$ cat config.mk
export PLATFORM = sky130hd
export DESIGN_NAME = icmp_echo_ping_engine_unit
export DESIGN_NICKNAME = d
export VERILOG_FILES = /design/src/design/iep_pkg.sv /design/src/design/iep_cfg.sv /design/src/design/iep_engine.sv /design/src/design/icmp_echo_ping_engine_unit.sv
export SDC_FILE = /design/constraint.sdc
export NUM_CORES = 1
export LEC_CHECK = 0
export BUFFER_PORTS_ARGS = -buffer_cell sky130_fd_sc_hd__buf_2
export CAP_MARGIN = 10
export CORE_MARGIN = 5
export CORE_UTILIZATION = 64
export DETAILED_ROUTE_END_ITERATION = 10
export PLACE_DENSITY_LB_ADDON = 0.12
export SLEW_MARGIN = 20
export SYNTH_ARGS = -nofsm -noshare
export SYNTH_HDL_FRONTEND = slang
export SYNTH_SLANG_ARGS = --single-unit
$ cat constraint.sdc
create_clock -name clk -period 26.2 [get_ports clk]
set_clock_uncertainty 0.1 [all_clocks]
set_input_delay 1.31 -clock clk [delete_from_list [all_inputs] [get_ports clk]]
set_output_delay 1.31 -clock clk [all_outputs]
set_load 0.05 [all_outputs]
$ cat src/design/iep_pkg.sv
// ----------------------------------------------------------------------------
// iep_pkg
// Shared types and constants of the ICMP echo ping engine: request and
// response words, configuration register set, operation and event codes.
// ----------------------------------------------------------------------------
`default_nettype none

package iep_pkg;

    // bytes in an outgoing echo request
    localparam int PACKET_BYTES = 64;
    localparam int LEN_W        = 7;

    // configuration port
    localparam int CFG_IDX_W = 2;
    localparam int CFG_DAT_W = 16;

    // configuration register indexes
    typedef enum logic [CFG_IDX_W-1:0] {
        CFG_TIMEOUT_TICKS   = 2'd0,
        CFG_ECHO_IDENTIFIER = 2'd1
    } cfg_idx_t;

    // reset values of the configuration registers
    localparam logic [15:0] TIMEOUT_RST = 16'd20;
    localparam logic [15:0] IDENT_RST   = 16'h1234;

    // operation codes of a request word
    typedef enum logic [1:0] {
        OP_SEND = 2'd0,
        OP_RX   = 2'd1,
        OP_TICK = 2'd2,
        OP_NONE = 2'd3
    } op_t;

    // event codes of a response word
    typedef enum logic [2:0] {
        EV_SENT    = 3'd0,
        EV_BUSY    = 3'd1,
        EV_REPLY   = 3'd2,
        EV_ANSWER  = 3'd3,
        EV_TIMEOUT = 3'd4
    } event_t;

    // icmp type bytes
    localparam logic [7:0] ECHO_RPL_TYPE = 8'd0;
    localparam logic [7:0] ECHO_REQ_TYPE = 8'd8;

    // shortest icmp header that is looked at
    localparam logic [15:0] MIN_HDR_LEN = 16'd8;

    typedef struct packed {
        logic [1:0]  op;
        logic [31:0] target_ip;
        logic [7:0]  pkt_type;
        logic [15:0] pkt_id;
        logic [15:0] pkt_seq;
        logic [15:0] pkt_len;
        logic [31:0] src_ip;
        logic [63:0] pkt_timestamp;
    } req_word_t;

    typedef struct packed {
        logic [2:0]       event_res;
        logic [31:0]      peer_ip;
        logic [7:0]       out_type;
        logic [15:0]      out_id;
        logic [15:0]      out_seq;
        logic [15:0]      out_checksum;
        logic [LEN_W-1:0] out_len;
        logic [63:0]      out_timestamp;
        logic [63:0]      round_trip;
        logic             busy_res;
    } rsp_word_t;

    typedef struct packed {
        logic [15:0] timeout_ticks;
        logic [15:0] echo_identifier;
    } cfg_regs_t;

endpackage

`default_nettype wire

$ cat src/design/iep_cfg.sv
// ----------------------------------------------------------------------------
// iep_cfg
// Configuration register file: timeout in ticks and echo identifier.
// Writes to indexes outside the list are dropped.
// ----------------------------------------------------------------------------
`default_nettype none

module iep_cfg
    import iep_pkg::*;
(
    input  wire logic                 clk,
    input  wire logic                 rst_n,
    input  wire logic                 cfg_valid,
    output logic                      cfg_ready,
    input  wire logic [CFG_IDX_W-1:0] cfg_index,
    input  wire logic [CFG_DAT_W-1:0] cfg_data,
    output cfg_regs_t                 regs
);

    cfg_regs_t regs_reg;
    cfg_regs_t regs_next;

    assign cfg_ready = 1'b1;
    assign regs      = regs_reg;

    // decode the register write
    always_comb
    begin
        regs_next = regs_reg;
        if (cfg_valid)
        begin
            unique case (cfg_index)
                CFG_TIMEOUT_TICKS:   regs_next.timeout_ticks   = cfg_data;
                CFG_ECHO_IDENTIFIER: regs_next.echo_identifier = cfg_data;
                default:             regs_next = regs_reg;
            endcase
        end
    end

    always_ff @(posedge clk or negedge rst_n)
    begin
        if (!rst_n)
        begin
            regs_reg.timeout_ticks   <= TIMEOUT_RST;
            regs_reg.echo_identifier <= IDENT_RST;
        end
        else
        begin
            regs_reg <= regs_next;
        end
    end

endmodule

`default_nettype wire

$ cat src/design/iep_engine.sv
// ----------------------------------------------------------------------------
// iep_engine
// Ping state (pending flag, target, sequence, start tick, tick count) and
// the single-pass logic that turns one request word into an optional
// response word. State advances when the caller fires a word.
// ----------------------------------------------------------------------------
`default_nettype none

module iep_engine
    import iep_pkg::*;
(
    input  wire logic      clk,
    input  wire logic      rst_n,
    input  wire logic      fire,
    input  wire req_word_t word,
    input  wire cfg_regs_t cfg,
    output logic           has_result,
    output rsp_word_t      result
);

    logic        pending_reg, pending_next;
    logic [31:0] target_reg,  target_next;
    logic [15:0] seq_reg,     seq_next;
    logic [63:0] start_reg,   start_next;
    logic [63:0] tick_reg,    tick_next;

    logic [63:0] tick_inc;
    logic [63:0] elapsed;
    logic        expired;
    logic        id_match;
    logic [18:0] req_sum;
    logic [18:0] rep_sum;

    // fold a carry-laden sum into 16 bits and complement
    function automatic logic [15:0] fold_not(input logic [18:0] sum);
        logic [16:0] s1;
        logic [15:0] s2;
        s1 = {1'b0, sum[15:0]} + {14'd0, sum[18:16]};
        s2 = s1[15:0] + {15'd0, s1[16]};
        return ~s2;
    endfunction

    // byte-swapped 16-bit words of the little-endian tick timestamp
    function automatic logic [18:0] le64_words(input logic [63:0] t);
        logic [18:0] s;
        s = '0;
        for (int k = 0; k < 4; k++)
        begin
            s = s + {3'd0, t[16*k +: 8], t[16*k+8 +: 8]};
        end
        return s;
    endfunction

    // checksum sums and timeout compare
    assign req_sum  = 19'h00800 + {3'd0, cfg.echo_identifier} + {3'd0, seq_reg}
                    + le64_words(tick_reg);
    assign rep_sum  = {3'd0, word.pkt_id} + {3'd0, word.pkt_seq};
    assign tick_inc = tick_reg + 64'd1;
    assign elapsed  = tick_inc - start_reg;
    assign expired  = elapsed >= {48'd0, cfg.timeout_ticks};
    assign id_match = (word.pkt_id == cfg.echo_identifier) && (word.src_ip == target_reg);

    // next state and result word
    always_comb
    begin
        pending_next = pending_reg;
        target_next  = target_reg;
        seq_next     = seq_reg;
        start_next   = start_reg;
        tick_next    = tick_reg;
        has_result   = 1'b0;
        result       = '0;

        unique case (op_t'(word.op))
            OP_SEND:
            begin
                has_result = 1'b1;
                if (pending_reg)
                begin
                    result.event_res = EV_BUSY;
                end
                else
                begin
                    target_next          = word.target_ip;
                    pending_next         = 1'b1;
                    start_next           = tick_reg;
                    seq_next             = seq_reg + 16'd1;
                    result.event_res     = EV_SENT;
                    result.peer_ip       = word.target_ip;
                    result.out_type      = ECHO_REQ_TYPE;
                    result.out_id        = cfg.echo_identifier;
                    result.out_seq       = seq_reg;
                    result.out_checksum  = fold_not(req_sum);
                    result.out_len       = LEN_W'(PACKET_BYTES);
                    result.out_timestamp = tick_reg;
                end
            end
            OP_RX:
            begin
                if (word.pkt_len >= MIN_HDR_LEN)
                begin
                    if (word.pkt_type == ECHO_RPL_TYPE)
                    begin
                        if (pending_reg && id_match)
                        begin
                            pending_next      = 1'b0;
                            has_result        = 1'b1;
                            result.event_res  = EV_ANSWER;
                            result.peer_ip    = word.src_ip;
                            result.round_trip = tick_reg - word.pkt_timestamp;
                        end
                    end
                    else if (word.pkt_type == ECHO_REQ_TYPE)
                    begin
                        has_result          = 1'b1;
                        result.event_res    = EV_REPLY;
                        result.peer_ip      = word.src_ip;
                        result.out_type     = ECHO_RPL_TYPE;
                        result.out_id       = word.pkt_id;
                        result.out_seq      = word.pkt_seq;
                        result.out_checksum = fold_not(rep_sum);
                        result.out_len      = (word.pkt_len < 16'(PACKET_BYTES))
                                            ? word.pkt_len[LEN_W-1:0]
                                            : LEN_W'(PACKET_BYTES);
                    end
                end
            end
            OP_TICK:
            begin
                tick_next = tick_inc;
                if (pending_reg && expired)
                begin
                    pending_next      = 1'b0;
                    has_result        = 1'b1;
                    result.event_res  = EV_TIMEOUT;
                    result.round_trip = '1;
                end
            end
            OP_NONE:
            begin
                has_result = 1'b0;
            end
            default:
            begin
                has_result = 1'b0;
            end
        endcase

        result.busy_res = pending_next;
    end

    // state registers
    always_ff @(posedge clk or negedge rst_n)
    begin
        if (!rst_n)
        begin
            pending_reg <= 1'b0;
            target_reg  <= '0;
            seq_reg     <= '0;
            start_reg   <= '0;
            tick_reg    <= '0;
        end
        else if (fire)
        begin
            pending_reg <= pending_next;
            target_reg  <= target_next;
            seq_reg     <= seq_next;
            start_reg   <= start_next;
            tick_reg    <= tick_next;
        end
    end

    // a successful send leaves a ping pending and advances the sequence
    a_send_sets_pending: assert property (@(posedge clk) disable iff (!rst_n)
        fire && (word.op == OP_SEND) && !pending_reg |=> pending_reg)
        else $error("send did not set pending");

    a_send_bumps_seq: assert property (@(posedge clk) disable iff (!rst_n)
        fire && (word.op == OP_SEND) && !pending_reg |=> seq_reg == $past(seq_reg) + 16'd1)
        else $error("sequence did not advance on send");

    // answers and timeouts only come out of a pending ping
    a_close_needs_pending: assert property (@(posedge clk) disable iff (!rst_n)
        has_result && ((result.event_res == EV_ANSWER) || (result.event_res == EV_TIMEOUT))
        |-> pending_reg && !result.busy_res)
        else $error("ping closed while none pending");

    // the tick count moves only on a fired tick
    a_tick_only_on_tick: assert property (@(posedge clk) disable iff (!rst_n)
        !(fire && (word.op == OP_TICK)) |=> tick_reg == $past(tick_reg))
        else $error("tick count moved without a tick");

endmodule

`default_nettype wire

$ cat src/design/icmp_echo_ping_engine_unit.sv
// ----------------------------------------------------------------------------
// icmp_echo_ping_engine_unit
// ICMP echo ping engine top level: request register, engine, response
// register and the configuration register file.
// ----------------------------------------------------------------------------
// Usage:
//   req channel (req_valid / req_stall / req_word) carries one operation per
//   word: send ping, received icmp header, or one time tick.
//   rsp channel (rsp_valid / rsp_stall / rsp_word) carries at most one
//   response word per request word, in request order.
//   cfg channel (cfg_valid / cfg_ready / cfg_index / cfg_data) writes the
//   timeout and the echo identifier; cfg_ready is always high. Write only
//   while no request word is in flight.
// Timing:
//   a request word is registered on acceptance and evaluated in the next
//   cycle; its response word is then captured in the response register,
//   which a held response can delay. One word per cycle is accepted while
//   no response is held by rsp_stall, as one combinational pass links the registers.
// Stall:
//   while rsp_stall holds a response, a request that would produce another
//   response waits in the request register and req_stall rises; requests
//   with no response (ticks, dropped headers) still pass.
// Reset:
//   rst_n clears both registers' valid flags, the ping state and the tick
//   count, and restores timeout 20 and identifier 0x1234.
// ----------------------------------------------------------------------------
`default_nettype none

module icmp_echo_ping_engine_unit
    import iep_pkg::*;
(
    input  wire logic                 clk,
    input  wire logic                 rst_n,
    input  wire logic                 req_valid,
    output logic                      req_stall,
    input  wire req_word_t            req_word,
    output logic                      rsp_valid,
    input  wire logic                 rsp_stall,
    output rsp_word_t                 rsp_word,
    input  wire logic                 cfg_valid,
    output logic                      cfg_ready,
    input  wire logic [CFG_IDX_W-1:0] cfg_index,
    input  wire logic [CFG_DAT_W-1:0] cfg_data
);

    logic      stg_vld_reg;
    req_word_t stg_word_reg;
    logic      rsp_vld_reg;
    rsp_word_t rsp_word_reg;

    cfg_regs_t cfg;
    logic      has_result;
    rsp_word_t result;
    logic      out_free;
    logic      stg_go;
    logic      req_take;

    iep_cfg u_cfg (
        .clk       (clk),
        .rst_n     (rst_n),
        .cfg_valid (cfg_valid),
        .cfg_ready (cfg_ready),
        .cfg_index (cfg_index),
        .cfg_data  (cfg_data),
        .regs      (cfg)
    );

    iep_engine u_engine (
        .clk        (clk),
        .rst_n      (rst_n),
        .fire       (stg_go),
        .word       (stg_word_reg),
        .cfg        (cfg),
        .has_result (has_result),
        .result     (result)
    );

    // flow control between the two registers
    assign out_free  = !rsp_vld_reg || !rsp_stall;
    assign stg_go    = stg_vld_reg && (!has_result || out_free);
    assign req_stall = stg_vld_reg && !stg_go;
    assign req_take  = req_valid && !req_stall;

    assign rsp_valid = rsp_vld_reg;
    assign rsp_word  = rsp_word_reg;

    // request register
    always_ff @(posedge clk or negedge rst_n)
    begin
        if (!rst_n)
        begin
            stg_vld_reg <= 1'b0;
        end
        else if (req_take)
        begin
            stg_vld_reg <= 1'b1;
        end
        else if (stg_go)
        begin
            stg_vld_reg <= 1'b0;
        end
    end

    always_ff @(posedge clk)
    begin
        if (req_take)
        begin
            stg_word_reg <= req_word;
        end
    end

    // response register
    always_ff @(posedge clk or negedge rst_n)
    begin
        if (!rst_n)
        begin
            rsp_vld_reg <= 1'b0;
        end
        else if (stg_go && has_result)
        begin
            rsp_vld_reg <= 1'b1;
        end
        else if (!rsp_stall)
        begin
            rsp_vld_reg <= 1'b0;
        end
    end

    always_ff @(posedge clk)
    begin
        if (stg_go && has_result)
        begin
            rsp_word_reg <= result;
        end
    end

    // the request side only stalls on a held word that needs the output
    a_stall_cause: assert property (@(posedge clk) disable iff (!rst_n)
        req_stall |-> stg_vld_reg && has_result && rsp_vld_reg && rsp_stall)
        else $error("request stalled without a blocked response");

    // a held response is never overwritten
    a_no_overwrite: assert property (@(posedge clk) disable iff (!rst_n)
        rsp_vld_reg && rsp_stall |-> !(stg_go && has_result))
        else $error("response overwritten while stalled");

    // a waiting request word is consumed or kept, never lost
    a_stage_kept: assert property (@(posedge clk) disable iff (!rst_n)
        stg_vld_reg && !stg_go |=> stg_vld_reg && $stable(stg_word_reg))
        else $error("request word lost");

endmodule

`default_nettype wire
==> impl_results.md <==
* Initial DRT Pass Iterations at 5
* Placed Area at 39900 um2
* First-pass GRT wire length at 176 mm
* Via count at 30400
* Hold WC Path Type: reg2reg
* Clk sinks at 617
* Setup bufs post-CTS at 0
* Max reg flops at 220
* Cells after Synth at 3703
* Vias in the first global route at 28800
* RSZ-0062 raised after global routing: no
* Post-synth EDFFs at 406
* Final Cell Area at 42300 um2
* Grt total ovfl at 0
* Drt wl/cell at 24.0 um
* DRT iter0 DRCs at 3183
* Sequential area share after synthesis at 47.0%
* Crit path kind: reg2reg
* PD cells at 83.0 nW/um2
* Final setup margin at 15.35 ns
* Total track usage at 36.4%
* Max Clock Freq at 92.1 MHz
* Max IR drop VDD at 0.0734 mV
* Worst EP arrival at 11.09 ns
* Core footprint at 57600 um2
* Synth top area share at 32.8%
* Slowest cell on the critical path: dfrtp_1
* Worst hold slack at 0.367 ns
* Max Slew Vio Count at 0
* Largest cells by area after synthesis: edfxtp_1 (33%), dfrtp_1 (14%), ha_1 (7.2%), xnor2_1 (5.1%), nand2_1 (4.7%)
* Min cycle time layout at 10.85 ns
* # hold bufs at CTS at 0
* Setup_tns at 0 ns
* Inst Count DP at 4764
* Worst stage delay on the critical path at 0.60 ns
* #FFs+latches synth at 617
* Root Buffer: clkbuf_16
* Max FO, Critical Path at 9
* Dpl hpwl at 88.1 mm
* Place WS at 15.59 ns
* Cell variety after synth at 83
* Post-synth ARST share at 34.2%
* I/O pin cnt at 439
* Reg-to-reg startpoint: u_engine.tick_reg[24]
* Most used cell, CP: o21ai_0
* Max-Cap Viols at 0
* Area delta synth->final at 13.8%
* Detail Route Antenna Nets at 0
* Tot Pwr at 3.51 mW
* WL final at 118 mm
* Synth top cells by count: nand2_1 (465), edfxtp_1 (406), inv_1 (287), a21oi_1 (255), xnor2_1 (218)
* Crit path capture type: flop
* Hold Vio Cnt, Final at 0
* Count of input and output buffers at 430
* Largest net degree at the start of global routing at 88
* Final #Nets at 4544
* Mean Syn Cell Area at 10.0 um2
* Final setup fails at 0
* CTS tree: yes
* WP data required at 26.44 ns
* Routed vias/inst at 6.20
* DRC at 0
* Initial antenna violation count at 12
* CP Launch Type: flop
* Die X at 251 um
* Site row count at 88
* Clock Pin Slew Worst Setup and Hold Paths at 0.06 ns
* Max_slew headroom at 30.8%
* Hold Path Origin: stg_word_reg[157]
* Clock latency on the worst-skew pair at 0.64 ns
* Cell taking the most area after synthesis: edfxtp_1
* CTS buffer count at 68
* CTS max path bufs at 3
* Cell area after synthesis at 37200 um2
* Leakage at 19.1 nW
* Predominant post-synthesis flop cell: edfxtp_1
* Cell with the most instances after synthesis: nand2_1
* Die height at 251 um
* GP Congestion at 1.02
* Final Cycle Share at 41.4%
* CTS H-Tree Depth at 3
* Die Area at 63000 um2
* Starting Density at 64.5%
* Final core utilization at 73.4%
* Run status: finished clean
* Yosys warnings at 0
* Flop2flop setup slack at 15.35 ns
* Layout cell share with drive strength beyond 1 at 15.3%
* Fin cells at 4901
* CTS resizes at 0
* Worst Tran Pin Value at 1.04 ns
* Critical Path Start: u_engine.tick_reg[24]
## critical path, delay by kind of cell, from the launching register on
family                     cells  cell delay [ns]
xor gates and xnor gates       2             0.29
buffers and inverters          4             0.19
DFF                            1             0.60
AOI/OAI and AO/OA             18             3.11
and+or+nand+nor               15             3.47
adders and majority gates      8             2.78
## per-layer routing
metal  routed length [um]  track usage (%)
met5                   13                0
met4                 5630             14.8
met3                13500             7.89
met2                51000             53.5
met1                47700             53.1
## power by group
part | switching, mW | internal, mW
clock | 0.424 | 0.575
sequential | 0.0637 | 1.13
combinational | 0.832 | 0.490
## layout make-up
class | count | area, um2
Multi-Input combinational cell | 2632 | 18000
Sequential cell | 617 | 17500
Fill cell | 4192 | 15300
Timing Repair Buffer | 462 | 2400
Clock buffer | 84 | 1770
Inverter | 288 | 1080
Tap cell | 765 | 957
Clock inverter | 41 | 586
Antenna cell | 12 | 30.0
## cell usage in the layout, fill, tap and decap left out, types with 64 or more instances in the layout
master	n
nand3_1	113
a21o_1	96
nand4_1	64
dfrtp_1	204
a21oi_1	255
nand2_1	465
xor2_1	159
clkbuf_16	68
buf_2	429
xnor2_1	218
and2_1	72
nor2_1	169
ha_1	213
inv_1	286
o21ai_0	194
edfxtp_1	406
## path summary, 6_finish.rpt
kind	to	cells after the start
worst max-delay path	rsp_word[151]	47
worst min-delay path	u_engine.target_reg[5]	2
worst max register to register	rsp_word[151]	47
worst min register to register	u_engine.target_reg[5]	2
max in group asynchronous	u_engine.seq_reg[12]	3
min in group asynchronous	u_engine.tick_reg[39]	1
## cell families after synthesis
| family | Yosys count | synth area share (%) |
|---|---|---|
| and+or+nand+nor | 1133 | 14.5 |
| AOI/OAI and AO/OA | 824 | 14.0 |
| DFF | 617 | 47.0 |
| buffers and inverters | 460 | 4.78 |
| xor gates and xnor gates | 377 | 8.89 |
| adders and majority gates | 266 | 10.0 |
| muxes | 24 | 0.717 |
| other | 2 | 0.0202 |
Power figures use the tool's default switching activity.
